**src/sv/dra_pkg.sv**
```systemverilog
package dra_pkg;

   localparam int unsigned CSR_INDEX_WIDTH = 8;
   localparam int unsigned CSR_DATA_WIDTH = 16;

   localparam logic [CSR_INDEX_WIDTH-1:0] CSR_MAX_RECORDS = 8'd0;
   localparam logic [CSR_INDEX_WIDTH-1:0] CSR_REQUEST_LIMIT = 8'd1;

   localparam logic [7:0] MAX_RECORDS_RESET = 8'd8;
   localparam logic [15:0] REQUEST_LIMIT_RESET = 16'd16;

   localparam int unsigned RSP_DEPTH_DEFAULT = 4;

   localparam logic KIND_ADDRESS = 1'b0;
   localparam logic KIND_FINISHED = 1'b1;

   typedef struct packed {
      logic        kind;
      logic [31:0] address;
      logic [7:0]  record_count;
      logic        run_end;
   } dra_result_type;

   typedef struct packed {
      logic [1:0]     count;
      dra_result_type first;
      dra_result_type second;
   } dra_push_type;

endpackage

```
**src/sv/dns_reply_a_record_extractor.sv**
```systemverilog
// An accepted byte is held in the input register; its results are written into the result queue and offered from there.
// Throughput: one byte per cycle while the result queue has room; a byte that yields an address
// and the finished result at once pushes two entries into the single-read result queue.
// The input side stalls while that queue has fewer than two free entries.
// Synchronous active-high reset clears the parser state and the queue and restores
// max_records to 8 and request_limit to 16.
module dns_reply_a_record_extractor #(
   parameter int unsigned RSP_DEPTH = dra_pkg::RSP_DEPTH_DEFAULT
) (
   input  logic                                clock,
   input  logic                                reset,
   input  logic                                req_valid,
   output logic                                req_ready,
   input  logic [7:0]                          req_data_byte,
   input  logic [15:0]                         req_packet_length,
   input  logic                                req_final_byte,
   output logic                                rsp_valid,
   input  logic                                rsp_ready,
   output logic                                rsp_kind,
   output logic [31:0]                         rsp_address,
   output logic [7:0]                          rsp_record_count,
   output logic                                rsp_run_end,
   input  logic                                csr_write_enable,
   input  logic [dra_pkg::CSR_INDEX_WIDTH-1:0] csr_index,
   input  logic [dra_pkg::CSR_DATA_WIDTH-1:0]  csr_write_data
);
   import dra_pkg::*;

   dra_push_type   push;
   dra_result_type rsp_result;
   logic           room;

   dra_parser u_parser (
      .clock             (clock),
      .reset             (reset),
      .req_valid         (req_valid),
      .req_ready         (req_ready),
      .req_data_byte     (req_data_byte),
      .req_packet_length (req_packet_length),
      .req_final_byte    (req_final_byte),
      .csr_write_enable  (csr_write_enable),
      .csr_index         (csr_index),
      .csr_write_data    (csr_write_data),
      .room              (room),
      .push              (push)
   );

   dra_rsp_fifo #(
      .DEPTH (RSP_DEPTH)
   ) u_rsp_fifo (
      .clock      (clock),
      .reset      (reset),
      .push       (push),
      .room       (room),
      .rsp_valid  (rsp_valid),
      .rsp_ready  (rsp_ready),
      .rsp_result (rsp_result)
   );

   assign rsp_kind = rsp_result.kind;
   assign rsp_address = rsp_result.address;
   assign rsp_record_count = rsp_result.record_count;
   assign rsp_run_end = rsp_result.run_end;

endmodule

```
**src/sv/dra_rsp_fifo.sv**
```systemverilog
module dra_rsp_fifo #(
   parameter int unsigned DEPTH = 4
) (
   input  logic                    clock,
   input  logic                    reset,
   input  dra_pkg::dra_push_type   push,
   output logic                    room,
   output logic                    rsp_valid,
   input  logic                    rsp_ready,
   output dra_pkg::dra_result_type rsp_result
);
   import dra_pkg::*;

   localparam int unsigned PTR_W = $clog2(DEPTH);
   localparam int unsigned CNT_W = $clog2(DEPTH + 1);
   localparam logic [CNT_W-1:0] ROOM_MAX = CNT_W'(DEPTH - 2);
   localparam logic [PTR_W-1:0] LAST = PTR_W'(DEPTH - 1);

   dra_result_type mem_ff [DEPTH];
   logic [PTR_W-1:0] wr_ptr_ff, wr_ptr_in, rd_ptr_ff, rd_ptr_in, wr_next;
   logic [CNT_W-1:0] count_ff, count_in;
   logic pop;

   function automatic logic [PTR_W-1:0] ptr_inc(input logic [PTR_W-1:0] p);
      ptr_inc = (p == LAST) ? '0 : p + PTR_W'(1);
   endfunction

   assign rsp_valid = count_ff != '0;
   assign rsp_result = mem_ff[rd_ptr_ff];
   assign room = count_ff <= ROOM_MAX;
   assign pop = rsp_valid && rsp_ready;
   assign wr_next = ptr_inc(wr_ptr_ff);

   always_comb begin
      count_in = count_ff + CNT_W'(push.count) - CNT_W'(pop);
      rd_ptr_in = pop ? ptr_inc(rd_ptr_ff) : rd_ptr_ff;
      case (push.count)
         2'd1: wr_ptr_in = wr_next;
         2'd2: wr_ptr_in = ptr_inc(wr_next);
         default: wr_ptr_in = wr_ptr_ff;
      endcase
   end

   always_ff @(posedge clock) begin
      if (reset) begin
         wr_ptr_ff <= '0;
         rd_ptr_ff <= '0;
         count_ff <= '0;
      end else begin
         wr_ptr_ff <= wr_ptr_in;
         rd_ptr_ff <= rd_ptr_in;
         count_ff <= count_in;
      end
   end

   always_ff @(posedge clock) begin
      if (push.count != 2'd0) begin
         mem_ff[wr_ptr_ff] <= push.first;
      end
      if (push.count == 2'd2) begin
         mem_ff[wr_next] <= push.second;
      end
   end

endmodule

```
**src/sv/dra_parser.sv**
```systemverilog
module dra_parser (
   input  logic                                clock,
   input  logic                                reset,
   input  logic                                req_valid,
   output logic                                req_ready,
   input  logic [7:0]                          req_data_byte,
   input  logic [15:0]                         req_packet_length,
   input  logic                                req_final_byte,
   input  logic                                csr_write_enable,
   input  logic [dra_pkg::CSR_INDEX_WIDTH-1:0] csr_index,
   input  logic [dra_pkg::CSR_DATA_WIDTH-1:0]  csr_write_data,
   input  logic                                room,
   output dra_pkg::dra_push_type               push
);
   import dra_pkg::*;

   typedef enum logic [3:0] {
      PH_HEADER, PH_QFIRST, PH_QCHECK, PH_QSCAN, PH_QSKIP, PH_NAME, PH_NAMESKIP,
      PH_PTR2, PH_TYPEHI, PH_TYPELO, PH_FIXED, PH_LENHI, PH_LENLO, PH_ADDR, PH_DATA
   } phase_type;

   logic        in_valid_ff, in_valid_in;
   logic [7:0]  byte_ff;
   logic [15:0] len_ff;
   logic        fin_ff;
   logic [7:0]  max_records_ff;
   logic [15:0] request_limit_ff;

   phase_type   phase_ff, phase_in;
   logic [15:0] pos_ff, pos_in;
   logic        hv_ff, hv_in;
   logic [15:0] answers_ff, answers_in;
   logic [15:0] skip_ff, skip_in;
   logic [31:0] acc_ff, acc_in;
   logic [15:0] rtype_ff, rtype_in;
   logic [15:0] rdl_ff, rdl_in;
   logic [7:0]  found_ff, found_in;
   logic        stopped_ff, stopped_in;

   logic        fire, accept, addr_hit, in_range, rec_stop;
   logic [15:0] hdr_acc, skip_dec, ans_dec, rdl_new;
   logic [17:0] pos18, next18, len18;
   logic [31:0] addr_acc;
   logic [7:0]  cap;
   dra_result_type addr_res, fin_res;

   assign fire = in_valid_ff && room;
   assign req_ready = !in_valid_ff || room;
   assign accept = req_valid && req_ready;
   assign in_valid_in = accept || (in_valid_ff && !fire);

   always_comb begin
      pos18 = {2'b00, pos_ff};
      next18 = pos18 + 18'd1;
      len18 = {2'b00, len_ff};
      hdr_acc = {acc_ff[7:0], byte_ff};
      in_range = (hdr_acc != 16'd0) && (hdr_acc <= request_limit_ff);
      skip_dec = skip_ff - 16'd1;
      ans_dec = (answers_ff != 16'd0) ? answers_ff - 16'd1 : 16'd0;
      rec_stop = (next18 + 18'd6) >= len18;
      rdl_new = {rdl_ff[15:8], rdl_ff[7:0] | byte_ff};
      addr_acc = {acc_ff[23:0], byte_ff};
      cap = (max_records_ff == 8'd0) ? 8'd255 : max_records_ff - 8'd1;
      addr_hit = 1'b0;

      phase_in = phase_ff;
      pos_in = pos_ff;
      hv_in = hv_ff;
      answers_in = answers_ff;
      skip_in = skip_ff;
      acc_in = acc_ff;
      rtype_in = rtype_ff;
      rdl_in = rdl_ff;
      found_in = found_ff;
      stopped_in = stopped_ff;

      if (fire && !stopped_ff) begin
         case (phase_ff)
            PH_HEADER: begin
               acc_in = {16'd0, hdr_acc};
               if (pos_ff == 16'd3) begin
                  hv_in = hdr_acc[15];
               end else if (pos_ff == 16'd5) begin
                  if (hdr_acc > request_limit_ff) hv_in = 1'b0;
               end else if (pos_ff == 16'd7) begin
                  answers_in = hdr_acc;
                  rtype_in = {15'd0, in_range};
               end else if (pos_ff == 16'd9) begin
                  if (in_range) rtype_in = 16'd1;
               end else if (pos_ff >= 16'd11) begin
                  hv_in = hv_ff && ((rtype_ff != 16'd0) || in_range) && (len_ff > 16'd12);
                  rtype_in = 16'd0;
                  acc_in = 32'd0;
                  if (hv_in) phase_in = PH_QFIRST;
                  else stopped_in = 1'b1;
               end
            end
            PH_QFIRST: phase_in = PH_QCHECK;
            PH_QCHECK: begin
               if (byte_ff == 8'd0) begin
                  skip_in = 16'd3;
                  phase_in = PH_QSKIP;
               end else begin
                  phase_in = PH_QSCAN;
               end
            end
            PH_QSCAN: begin
               if (pos_ff >= len_ff) begin
                  stopped_in = 1'b1;
               end else if (byte_ff == 8'd0) begin
                  skip_in = 16'd4;
                  phase_in = PH_QSKIP;
               end
            end
            PH_QSKIP: begin
               skip_in = skip_dec;
               if (skip_dec == 16'd0) begin
                  if (answers_ff == 16'd0 || rec_stop) begin
                     stopped_in = 1'b1;
                  end else begin
                     phase_in = PH_NAME;
                     acc_in = 32'd0;
                  end
               end
            end
            PH_NAME: begin
               if (byte_ff == 8'h00) begin
                  phase_in = PH_TYPEHI;
               end else if (byte_ff == 8'hC0) begin
                  phase_in = PH_PTR2;
               end else if (byte_ff == 8'hFF) begin
                  if (acc_ff == 32'd0) begin
                     stopped_in = 1'b1;
                  end else begin
                     rtype_in = 16'hFF00;
                     phase_in = PH_TYPELO;
                  end
               end else begin
                  skip_in = {8'd0, byte_ff};
                  acc_in = 32'd1;
                  phase_in = PH_NAMESKIP;
               end
            end
            PH_NAMESKIP: begin
               skip_in = skip_dec;
               if (skip_dec == 16'd0) phase_in = PH_NAME;
            end
            PH_PTR2: phase_in = PH_TYPEHI;
            PH_TYPEHI: begin
               rtype_in = {byte_ff, 8'd0};
               phase_in = PH_TYPELO;
            end
            PH_TYPELO: begin
               rtype_in = {rtype_ff[15:8], rtype_ff[7:0] | byte_ff};
               skip_in = 16'd6;
               phase_in = PH_FIXED;
            end
            PH_FIXED: begin
               skip_in = skip_dec;
               if (skip_dec == 16'd0) phase_in = PH_LENHI;
            end
            PH_LENHI: begin
               rdl_in = {byte_ff, 8'd0};
               phase_in = PH_LENLO;
            end
            PH_LENLO: begin
               rdl_in = rdl_new;
               if (rdl_new <= 16'd1 || ({2'b00, rdl_new} + next18) > len18) begin
                  stopped_in = 1'b1;
               end else if (rtype_ff == 16'd1 && rdl_new == 16'd4) begin
                  acc_in = 32'd0;
                  skip_in = 16'd4;
                  phase_in = PH_ADDR;
               end else begin
                  skip_in = rdl_new;
                  phase_in = PH_DATA;
               end
            end
            PH_ADDR: begin
               acc_in = addr_acc;
               skip_in = skip_dec;
               if (skip_dec == 16'd0) begin
                  if (addr_acc != 32'hFFFF_FFFF) begin
                     if (found_ff < cap) begin
                        found_in = found_ff + 8'd1;
                        addr_hit = 1'b1;
                     end else begin
                        stopped_in = 1'b1;
                     end
                  end
                  if (!stopped_in) begin
                     answers_in = ans_dec;
                     if (ans_dec == 16'd0 || rec_stop) begin
                        stopped_in = 1'b1;
                     end else begin
                        phase_in = PH_NAME;
                        acc_in = 32'd0;
                     end
                  end
               end
            end
            PH_DATA: begin
               skip_in = skip_dec;
               if (skip_dec == 16'd0) begin
                  answers_in = ans_dec;
                  if (ans_dec == 16'd0 || rec_stop) begin
                     stopped_in = 1'b1;
                  end else begin
                     phase_in = PH_NAME;
                     acc_in = 32'd0;
                  end
               end
            end
            default: stopped_in = 1'b1;
         endcase
      end

      addr_res = '{kind: KIND_ADDRESS, address: addr_acc, record_count: found_in,
                   run_end: 1'b0};
      fin_res = '{kind: KIND_FINISHED, address: 32'd0, record_count: found_in,
                  run_end: 1'b1};

      if (fire) begin
         if (pos_ff != 16'hFFFF) pos_in = pos_ff + 16'd1;
         if (fin_ff) begin
            pos_in = 16'd0;
            phase_in = PH_HEADER;
            hv_in = 1'b0;
            answers_in = 16'd0;
            skip_in = 16'd0;
            acc_in = 32'd0;
            rtype_in = 16'd0;
            rdl_in = 16'd0;
            found_in = 8'd0;
            stopped_in = 1'b0;
         end
      end

      push.first = addr_hit ? addr_res : fin_res;
      push.second = fin_res;
      push.count = fire ? (2'({1'b0, addr_hit}) + 2'({1'b0, fin_ff})) : 2'd0;
   end

   always_ff @(posedge clock) begin
      if (reset) begin
         in_valid_ff <= 1'b0;
         max_records_ff <= MAX_RECORDS_RESET;
         request_limit_ff <= REQUEST_LIMIT_RESET;
         phase_ff <= PH_HEADER;
         pos_ff <= '0;
         hv_ff <= 1'b0;
         answers_ff <= '0;
         skip_ff <= '0;
         acc_ff <= '0;
         rtype_ff <= '0;
         rdl_ff <= '0;
         found_ff <= '0;
         stopped_ff <= 1'b0;
      end else begin
         in_valid_ff <= in_valid_in;
         if (csr_write_enable && csr_index == CSR_MAX_RECORDS) begin
            max_records_ff <= csr_write_data[7:0];
         end
         if (csr_write_enable && csr_index == CSR_REQUEST_LIMIT) begin
            request_limit_ff <= csr_write_data[15:0];
         end
         phase_ff <= phase_in;
         pos_ff <= pos_in;
         hv_ff <= hv_in;
         answers_ff <= answers_in;
         skip_ff <= skip_in;
         acc_ff <= acc_in;
         rtype_ff <= rtype_in;
         rdl_ff <= rdl_in;
         found_ff <= found_in;
         stopped_ff <= stopped_in;
      end
   end

   always_ff @(posedge clock) begin
      if (accept) begin
         byte_ff <= req_data_byte;
         len_ff <= req_packet_length;
         fin_ff <= req_final_byte;
      end
   end

endmodule

```
**config.mk**
```make
export PLATFORM = sky130hd
export DESIGN_NAME = dns_reply_a_record_extractor
export DESIGN_NICKNAME = d
export VERILOG_FILES = /design/src/sv/dra_pkg.sv /design/src/sv/dns_reply_a_record_extractor.sv /design/src/sv/dra_rsp_fifo.sv /design/src/sv/dra_parser.sv
export SDC_FILE = /design/constraint.sdc
export NUM_CORES = 1
export LEC_CHECK = 0
export BUFFER_PORTS_ARGS = -buffer_cell sky130_fd_sc_hd__buf_2
export CORE_MARGIN = 2
export CORE_UTILIZATION = 60
export CTS_CLUSTER_DIAMETER = 30
export DETAILED_ROUTE_END_ITERATION = 10
export PLACE_DENSITY = 0.78
export SKIP_LAST_GASP = 1
export SLEW_MARGIN = 20
export SYNTH_ARGS = -nofsm -noshare
export SYNTH_HDL_FRONTEND = slang
export SYNTH_SLANG_ARGS = --single-unit
```
**constraint.sdc**
```tcl
create_clock -name clock -period 7.2 [get_ports clock]
set_input_delay 1.08 -clock clock [delete_from_list [all_inputs] [get_ports clock]]
set_output_delay 1.08 -clock clock [all_outputs]
set_load 0.1 [all_outputs]
```
==> results_dict.tcl, run 1 <==
set metrics [dict create \
    grt_pass1_vias 17000 \
    fp.dieW_microns 183 \
    final_antenna_net_count 0 \
    num_io_pins 98 \
    ys_seq_area_share_pct 39.3 \
    setup_tns_ns 0 \
    use_met2_pct 57.4 \
    synth_top_area_share_pct 30.4 \
    wirelength_mm 56.7 \
    place_ws_ns 1.22 \
    h-tree-depth 3 \
    synth_edf_count 57 \
    startpoint_type "register" \
    final_nets 2271 \
    synth-main-ff-cell "dfxtp_1" \
    hold_path_class "register to register" \
    drive_gt1_share_pct 16.0 \
    die_h_microns 183 \
    vias 17100 \
    path_max_fanout 31 \
    gp_routability_congestion 0.967 \
    synth_seq_cells 349 \
    antenna_found_initial 0 \
    rsz0062_at_grt "no" \
    setup_violations 0 \
    antennaDiodeCount 0 \
    layout_setup_ws_ns 0.989 \
    critPathCaptureType "register" \
    worst-endpoint-arrival_ns 6.70 \
    synth_cells 2060 \
    fin_crit_ns 6.21 \
    grt_pass1_wl_mm 90.5 \
    dp_hpwl_mm 37.5 \
    synth_nets 2226 \
    cts.repair.resized 0 \
    wl_per_cell_microns 22.1 \
    drt_drc_violations_left 0 \
    io_buffers 97 \
    period_share_pct 86.3 \
    coreArea_sq_mm 0.0316 \
    rows 65 \
    die-area_sq_mm 0.0335 \
    area_delta_synth_final_pct 17.0 \
    syn_avg_cell_area_sq_um 9.33 \
    status "finished clean" \
    yosysUniqueCellTypes 89 \
    cts_tree "yes" \
    drtIter0Drc 1751 \
    grt_use_met1_pct 41.4 \
    clk_pin_slew_ns 0.06 \
    grt_max_degree 50 \
    fill_cells 2326 \
    postCtsHoldBufs 0 \
    cts_setup_buffers 0 \
    fmax_mhz 161 \
    met3_usage_pct 6.53 \
    synthArstFlopShare_pct 0 \
    ys_top_cells_by_area "dfxtp_1 30%, edfxtp_1 8.9%, a22o_1 7.4%, ha_1 7.2%, mux4_2 4.8%" \
    multi_input_area_sq_mm 0.0108 \
    cts_made_buffers 75 \
    crit_required_ns 7.68 \
    power-per-cell-area_mw_per_mm2 308 \
    start_util_pct 60.9 \
    clkLatencyLatePin_ns 0.60 \
    cts_max_path_buffers 3 \
    grt-ovfl-total 0 \
    vias_per_cell 6.67 \
    grt.busiest_layer "met2" \
    synth_area_sq_mm 0.0192 \
    slew_headroom_pct 28.7 \
    ir_drop_mv 0.210 \
    leakage_nw 9.21 \
    worstMarginPinSlew_ns 1.07 \
    hold_violations 0 \
    yosys.cell_count.top_type "dfxtp_1" \
    first_pass_iters 7 \
    synth.cells.most_frequent "292 x dfxtp_1, 200 x nor2_1, 163 x a22o_1" \
    fin_skew_ns 0.0213 \
    synth_warnings 0 \
    grt_usage_pct 33.8 \
    cts_sinks 349 \
    yosysTopAreaCell "dfxtp_1" \
    max-cap-violations 0 \
    final_max_slew_viol_count 0 \
    root_buffer "clkbuf_16" \
    regArea_sq_mm 0.00756 \
    worstSetupPathType "register to register" \
]
-- routing by layer --
layer	wire length, microns	up-vias
met5	0	-
met4	2310	0
met3	4080	180
met2	27800	810
met1	22600	8344
li1	-	7807
-- power breakdown --
group | internal [mW] | total, mW | switching, mW
clock network | 2.36 | 3.55 | 1.19
logic | 0.395 | 1.21 | 0.812
registers | 2.04 | 2.16 | 0.118
total | 4.80 | 6.92 | 2.12
-- worst max-delay path, stage by stage (launching register included) --
cell and delay (ns):
dfxtp_1 0.66, nand4_1 0.37, nor2_1 0.23, xor2_1 0.37
ha_1 0.35, a21oi_1 0.28, o21ai_0 0.14, a221oi_1 0.29
buf_4 0.19, o21ai_0 0.09, a21oi_1 0.23, o21bai_1 0.10
a21oi_1 0.17, xnor2_1 0.10, ha_1 0.34, nand3_1 0.12
or2_2 0.32, and3_1 0.18, nor4b_1 0.32, a21oi_1 0.21
a21oi_1 0.30, a31oi_4 0.35, a22o_1 0.36
-- cell type report --
cell class | instances | area share, %
clock inverters | 43 | 2.66
repair buffers | 125 | 3.09
multi-input cells | 1474 | 47.9
inverters | 80 | 1.34
clock buffers | 96 | 9.11
flip-flops and latches | 349 | 33.6
well taps | 402 | 2.24
-- per-stage QoR --
| stage | instance area (sq um) | hold WS (ns) | util (%) | power (mW) | std cells |
|---|---|---|---|---|---|
| 2_1_floorplan | 19200 | 0.422 | - | 3.07 | 2060 |
| 3_3_place_gp | 19800 | 0.430 | 62.8 | 3.35 | 2430 |
| 3_5_place_dp | 19800 | 0.441 | 62.8 | 3.37 | 2430 |
| 4_1_cts | 22500 | 0.449 | 71.2 | 6.91 | 2569 |
| 5_1_grt | 22500 | 0.469 | 71.2 | 7.15 | 2569 |
| 6_report | 22500 | 0.445 | 71.2 | 6.92 | 2569 |
-- placed cells by master (no fill, tap or decap), drive strengths merged, types with 8 or more instances in the layout --
| master | synthesis | final |
|---|---|---|
| a22oi | 35 | 35 |
| nand2b | 13 | 13 |
| a211oi | 13 | 13 |
| or3 | 11 | 11 |
| dfxtp | 292 | 292 |
| and4 | 11 | 11 |
| mux2i | 43 | 43 |
| a21oi | 122 | 122 |
| nor3 | 35 | 35 |
| and2 | 14 | 14 |
| buf | 43 | 125 |
| ha | 110 | 110 |
| nand4 | 36 | 36 |
| nor2 | 203 | 203 |
| edfxtp | 57 | 57 |
| o21ai | 89 | 89 |
| a22o | 163 | 163 |
| inv | 80 | 90 |
| a31oi | 30 | 30 |
| nand3 | 36 | 36 |
| a21boi | 12 | 12 |
| nor2b | 17 | 17 |
| o2111ai | 8 | 8 |
| clkbuf | 114 | 96 |
| xor2 | 29 | 29 |
| nand2 | 136 | 136 |
| bufinv | 0 | 9 |
| clkinv | 0 | 15 |
| nor4 | 32 | 32 |
| mux4 | 41 | 41 |
| a21o | 19 | 19 |
| o2bb2ai | 8 | 8 |
| o22ai | 10 | 10 |
| or2 | 15 | 15 |
| clkinvlp | 0 | 9 |
| xnor2 | 40 | 40 |
| and3 | 17 | 17 |
-- final timing paths --
path,start,endpoint,slack [ns],depth (start not counted)
setup / recovery,u_parser.pos_ff[2],u_parser.acc_ff[18],0.99,22
hold / removal,u_rsp_fifo.mem_ff[0][0],u_rsp_fifo.mem_ff[0][0],0.44,2
setup reg to reg,u_parser.pos_ff[2],u_parser.acc_ff[18],0.99,22
hold reg to reg,u_rsp_fifo.mem_ff[0][0],u_rsp_fifo.mem_ff[0][0],0.44,2
-- state kept, by name (all words and copies together), names as in the netlist, 2 cells and up, named ones only --
name / cells
u_parser.acc_ff: 32
u_parser.answers_ff: 16
u_parser.byte_ff: 8
u_parser.found_ff: 8
u_parser.len_ff: 16
u_parser.max_records_ff: 8
u_parser.phase_ff: 4
u_parser.pos_ff: 16
u_parser.rdl_ff: 16
u_parser.request_limit_ff: 16
u_parser.rtype_ff: 16
u_parser.skip_ff: 16
u_rsp_fifo.count_ff: 3
u_rsp_fifo.mem_ff: 164
u_rsp_fifo.rd_ptr_ff: 2
u_rsp_fifo.wr_ptr_ff: 2
-- cells by family after synthesis --
kind of cell    share of synthesized area, %
xor+xnor                                3.14
fa+ha+maj                               7.37
simple gates                            15.5
flops                                   39.3
compound gates                          22.4
mux                                     7.34
buf+inv                                 4.99
Power figures use the tool's default switching activity.
==> run 2, diff against run 1 <==
--- a/config.mk
+++ b/config.mk
@@ -11,6 +11,7 @@
 export CTS_CLUSTER_DIAMETER = 30
 export DETAILED_ROUTE_END_ITERATION = 10
 export PLACE_DENSITY = 0.78
+export RECOVER_POWER = 100
 export SKIP_LAST_GASP = 1
 export SLEW_MARGIN = 20
 export SYNTH_ARGS = -nofsm -noshare
==> run 2 against run 1 <==
- the flow now finishes with violations (max-capacitance violations, max-slew violations)
- sequential power hardly changed
- register-to-register slack lost 0.16 ns
- final cell count unchanged
- clock power about the same
- combinational power about the same
- largest cell class unchanged
- global-route usage unchanged
- total power fell by 0.11%
- die area did not move
- via count is 0.29% lower
==> results_dict.tcl, run 2 (synthesis gave the netlist of run 1 again) <==
set metrics [dict create \
    status "finished with violations" \
    failed_checks "max-capacitance violations, max-slew violations" \
    coreArea_sq_mm 0.0316 \
    fin_crit_ns 6.37 \
    worstSetupPathType "register to register" \
    final_max_slew_viol_count 210 \
    crit_family "simple AND/OR/NAND/NOR gates" \
    fmax_mhz 157 \
    wirelength_mm 56.8 \
    switchingPower_mw 2.12 \
    leakage_nw 8.98 \
    place_inst 2430 \
    worstMarginPinSlew_ns 3.61 \
    setup_tns_ns 0 \
    cts_made_buffers 75 \
    die_h_microns 183 \
    max-cap-violations 7 \
    vias_per_cell 6.65 \
    cts.repair.resized 0 \
    rsz0062_at_grt "no" \
    slew_headroom_pct -140 \
    ir_drop_mv 0.210 \
    crit_path_frequent_cell "ha_1" \
    grt_max_degree 50 \
    antennaDiodeCount 0 \
    grt_pass1_vias 17000 \
    dpl_cell_area_sq_mm 0.0198 \
    first_pass_iters 7 \
    fin_hold_ws_ns 0.448 \
    antenna_found_initial 0 \
    gp_routability_congestion 0.967 \
    postCtsHoldBufs 0 \
    pwr-share-clk_pct 51.4 \
    clk_pin_slew_ns 0.05 \
    final_common_cell "dfxtp_1" \
    utilization_pct 70.7 \
    grt_usage_pct 33.8 \
    total_power_mw 6.92 \
    period_share_pct 88.5 \
    grt-ovfl-total 0 \
    crit_slowest_cell "nor3_1" \
    design_area_sq_mm 0.0223 \
    drt_drc_violations_left 0 \
    place_ws_ns 1.22 \
    h-tree-depth 3 \
    critPathCaptureType "register" \
    grt_pass1_wl_mm 90.5 \
    start_util_pct 60.9 \
    cts_tree "yes" \
    startpoint_type "register" \
    area_delta_synth_final_pct 16.2 \
    layout_setup_ws_ns 0.827 \
    reg_top3 "u_rsp_fifo.mem_ff (164), u_parser.acc_ff (32)" \
    vias 17100 \
    largest_reg_flops 164 \
    crit_required_ns 7.43 \
    crit_chain "inv_1 > ha_1 > or3b_2 > nor2_1 > nor2_1 > ha_1 > a2111oi_0 > a21o_1 > nand4_1 > nor3_1 > ha_1 > nand2_1 > ha_1 > inv_1 > a21boi_0 > clkbuf_2 > inv_1" \
    crit_buf_inv 4 \
    wl_per_cell_microns 22.1 \
    hold_path_class "register to register" \
    cts_setup_buffers 0 \
    p_int_mw 4.80 \
    regArea_sq_mm 0.00756 \
    hold_violations 0 \
    dp_hpwl_mm 37.5 \
    stdcell_count 2569 \
    drive_gt1_share_pct 13.2 \
    power_frac_comb_pct 17.4 \
    multi_input_area_sq_mm 0.0107 \
    rows 65 \
    setup_violations 0 \
    fill_cells 2369 \
    fin_skew_ns 0.0197 \
    num_io_pins 98 \
    netSwitchingFraction_pct 30.6 \
    worst-endpoint-arrival_ns 6.60 \
    largest_register "u_rsp_fifo.mem_ff" \
    die-area_sq_mm 0.0335 \
    fp.dieW_microns 183 \
    clkLatencyLatePin_ns 0.60 \
    layout_common_cells "290 x dfxtp_1, 199 x nor2_1, 163 x a22o_1, 136 x nand2_1, 119 x a21oi_1" \
    cts_sinks 349 \
    power-per-cell-area_mw_per_mm2 310 \
    max_stage_delay_ns 1.16 \
    drtIter0Drc 1854 \
    io_buffers 97 \
    p_seq_share_pct 31.3 \
    cts_max_path_buffers 3 \
    path_max_fanout 42 \
    root_buffer "clkbuf_16" \
    final_nets 2271 \
    final_antenna_net_count 0 \
]
[run 2: changes by cell type in the layout (fill, tap and decap cells not counted), sizes merged]
cell    delta
clkbuf    +56
buf       -56
[run 2: area by class of cell]
class	count	area share, %
multi-input combinational	1474	48.0
sequential	349	33.9
clock buffer	96	9.17
timing repair buffer	125	2.70
clock inverter	43	2.67
tap	402	2.25
inverter	80	1.35
[run 2: worst reg2reg max path, delay by kind of cell (launching register included)]
family / cells / cell delay, ns
flip-flops: 1 / 0.35
AO/OA/AOI/OAI: 3 / 0.90
AND/OR/NAND/NOR: 6 / 2.13
buffers and inverters: 4 / 1.53
adder cells (fa/ha/maj): 4 / 1.12
[run 2: path summary, 6_finish.rpt]
check,endpoint,start,slack (ns),cells after the start
setup / recovery,u_rsp_fifo.mem_ff[2][6],u_parser.max_records_ff[0],0.83,17
hold / removal,u_rsp_fifo.mem_ff[0][0],u_rsp_fifo.mem_ff[0][0],0.45,2
setup reg to reg,u_rsp_fifo.mem_ff[2][6],u_parser.max_records_ff[0],0.83,17
hold reg to reg,u_rsp_fifo.mem_ff[0][0],u_rsp_fifo.mem_ff[0][0],0.45,2
[run 2: power by group through the flow]
stage	Sequential (mW)	Clock (mW)	Combinational, mW
2_1_floorplan	2.11	0	0.962
3_3_place_gp	2.19	0	1.16
3_5_place_dp	2.19	0	1.18
4_1_cts	2.16	3.57	1.19
5_1_grt	2.17	3.67	1.30
6_report	2.16	3.55	1.20
[run 2: per-layer routing]
layer | track usage (%) | share of wire, % | vias to the layer above
met5 | 0 | 0 | -
met4 | 16.1 | 4.3 | 0
met3 | 6.53 | 7.5 | 183
met2 | 57.4 | 49 | 806
met1 | 41.4 | 40 | 8281
li1 | - | - | 7821
==> run 3, diff against run 2 <==
--- a/config.mk
+++ b/config.mk
@@ -16,4 +16,5 @@
 export SLEW_MARGIN = 20
 export SYNTH_ARGS = -nofsm -noshare
 export SYNTH_HDL_FRONTEND = slang
+export SYNTH_HIERARCHICAL = 1
 export SYNTH_SLANG_ARGS = --single-unit
==> run 3 against run 2 <==
- the flow still finishes with violations (max-capacitance violations, max-slew violations)
- die area rose by 16%
- hold slack improved by 0.017 ns
- final cell count rose by 9.8%
- sequential power rose by 6%
- setup slack got worse by 0.0060 ns
- clock-buffer cell count rose by 13
- total power rose by 14%
- core utilization fell by 1.2 points
- sequential share of layout area rose by 1.5 points
- clock skew rose by 0.010 ns
- critical path depth rose by 2
- register-to-register slack barely moved
- critical endpoint is now u_rsp_fifo/mem_ff[1][18]
==> results_dict.tcl, run 3 <==
set metrics [dict create \
    status "finished with violations" \
    failed_checks "max-capacitance violations, max-slew violations" \
    drt_drc_violations_left 0 \
    antennaDiodeCount 0 \
    final_max_slew_viol_count 220 \
    final_antenna_net_count 0 \
    ys_top_cells_by_area "edfxtp_1 26%, dfxtp_1 14%, mux2_2 8.8%, ha_1 6.2%, mux4_2 4.2%" \
    worstMarginPinSlew_ns 3.80 \
    wirelength_mm 63.3 \
    rows 70 \
    stdcell_count 2821 \
    io_buffers 97 \
    start_util_pct 61.0 \
    place_ws_ns 1.37 \
    synth_top_area_share_pct 25.9 \
    fin_skew_ns 0.0297 \
    synth_area_sq_mm 0.0223 \
    ir_drop_mv 0.203 \
    worstSetupPathType "register to register" \
    syn_avg_cell_area_sq_um 10.1 \
    synth-main-ff-cell "edfxtp_1" \
    root_buffer "clkbuf_16" \
    die-area_sq_mm 0.0388 \
    grt_max_degree 51 \
    num_io_pins 98 \
    yosysTopAreaCell "edfxtp_1" \
    clkLatencyLatePin_ns 0.60 \
    largest_register "u_rsp_fifo/mem_ff" \
    area_delta_synth_final_pct 13.9 \
    fin_hold_ws_ns 0.464 \
    cts_made_buffers 80 \
    final_nets 2454 \
    synth_cells 2212 \
    utilization_pct 69.5 \
    first_pass_iters 8 \
    worst-endpoint-arrival_ns 6.57 \
    dpl_cell_area_sq_mm 0.0228 \
    setup_tns_ns 0 \
    path_max_fanout 38 \
    largest_reg_flops 168 \
    gp_routability_congestion 0.997 \
    layout_setup_ws_ns 0.821 \
    critPathCaptureType "register" \
    power-per-cell-area_mw_per_mm2 309 \
    antenna_found_initial 0 \
    final_common_cell "edfxtp_1" \
    vias 18400 \
    layout_common_cells "193 x edfxtp_1, 168 x nor2_1, 166 x nand2_1, 164 x mux2_2, 158 x dfxtp_1" \
    slew_headroom_pct -153 \
    yosysUniqueCellTypes 99 \
    cts_tree "yes" \
    reg_top3 "u_rsp_fifo/mem_ff (168), u_parser/acc_ff (32)" \
    grt_pass1_vias 18400 \
    max-cap-violations 6 \
    cts_max_path_buffers 3 \
    total_power_mw 7.87 \
    ys_seq_area_share_pct 40.3 \
    synth_warnings 6 \
    leakage_nw 10.0 \
    fin_crit_ns 6.38 \
    fmax_mhz 157 \
    clk_pin_slew_ns 0.05 \
    design_area_sq_mm 0.0254 \
    postCtsHoldBufs 0 \
    drive_gt1_share_pct 19.5 \
    synth.cells.most_frequent "193 x edfxtp_1, 174 x mux2_2, 167 x nor2_1" \
    cts_setup_buffers 0 \
    h-tree-depth 3 \
    cts_sinks 353 \
    rsz0062_at_grt "no" \
    synth_edf_count 193 \
    synth_seq_cells 353 \
    hold_violations 0 \
    period_share_pct 88.6 \
    crit_required_ns 7.40 \
    place_inst 2673 \
    synthArstFlopShare_pct 0 \
    grt_usage_pct 33.0 \
    fp.dieW_microns 197 \
    die_h_microns 197 \
    vias_per_cell 6.51 \
    coreArea_sq_mm 0.0366 \
    drtIter0Drc 2036 \
    fill_cells 2690 \
    hold_path_class "register to register" \
    grt-ovfl-total 0 \
    grt_pass1_wl_mm 101 \
    dp_hpwl_mm 41.6 \
    setup_violations 0 \
    cts.repair.resized 0 \
    wl_per_cell_microns 22.4 \
    yosys.cell_count.top_type "edfxtp_1" \
    startpoint_type "register" \
]
## run 3: worst max-delay path, cell delays in order, from the launching register on
cell and delay, ns:
dfxtp_1 0.33, inv_1 0.09, ha_1 0.15, or4b_2 0.64, nor2b_1 0.18, nor3_1 0.19, o32ai_1 0.12, ha_1 0.30
and3_1 0.20, a221o_1 0.31, a21oi_1 0.31, nand4_1 0.16, nor3_2 0.19, buf_4 0.38, ha_1 0.20, and3_1 0.19
inv_1 0.07, ha_1 0.29, o21ai_0 0.65, clkbuf_2 1.01
## run 3: logic make-up (layout without fill, tap and decap cells)
group	count (synthesis)	after routing	share of synthesized area (%)
buffers and inverters	250	359	6.11
flip-flops	353	353	40.3
AND/OR/NAND/NOR	662	662	15.0
adder cells (fa/ha/maj)	113	113	6.39
multiplexers	257	257	14.8
AO/OA/AOI/OAI	517	517	15.1
XOR/XNOR	58	58	2.27
other	2	34	0.0336
## run 3: path summary, 6_finish.rpt
| path | startpoint | endpoint | slack, ns | cells past startpoint |
|---|---|---|---|---|
| max reg2reg | u_parser/max_records_ff[0] | u_rsp_fifo/mem_ff[1][18] | 0.82 | 19 |
| min | u_parser/acc_ff[31] | u_parser/acc_ff[31] | 0.46 | 2 |
| max | u_parser/max_records_ff[0] | u_rsp_fifo/mem_ff[1][18] | 0.82 | 19 |
| min reg2reg | u_parser/acc_ff[31] | u_parser/acc_ff[31] | 0.46 | 2 |
## run 3: area by class of cell
cell class	instances	area [sq um]	area share (%)
timing repair buffer	129	637	2.50
multi-input combinational	1641	12100	47.5
clock buffer	109	2350	9.23
tap	468	586	2.30
inverter	82	308	1.21
sequential	353	9000	35.4
clock inverter	39	467	1.83
## run 3: where the power goes
group	switching [mW]	total, mW	internal (mW)
Clock	1.20	3.75	2.54
Sequential	0.101	2.30	2.20
Combinational	1.32	1.82	0.503
Total	2.63	7.87	5.24
## run 3: routing by layer
| metal | global-route usage (%) | vias up | wire length, microns |
|---|---|---|---|
| met4 | 17.8 | 0 | 3130 |
| met3 | 5.75 | 222 | 4880 |
| met5 | 0 | - | 0 |
| met2 | 55.9 | 928 | 30700 |
| met1 | 40.2 | 8812 | 24600 |
| li1 | - | 8407 | - |
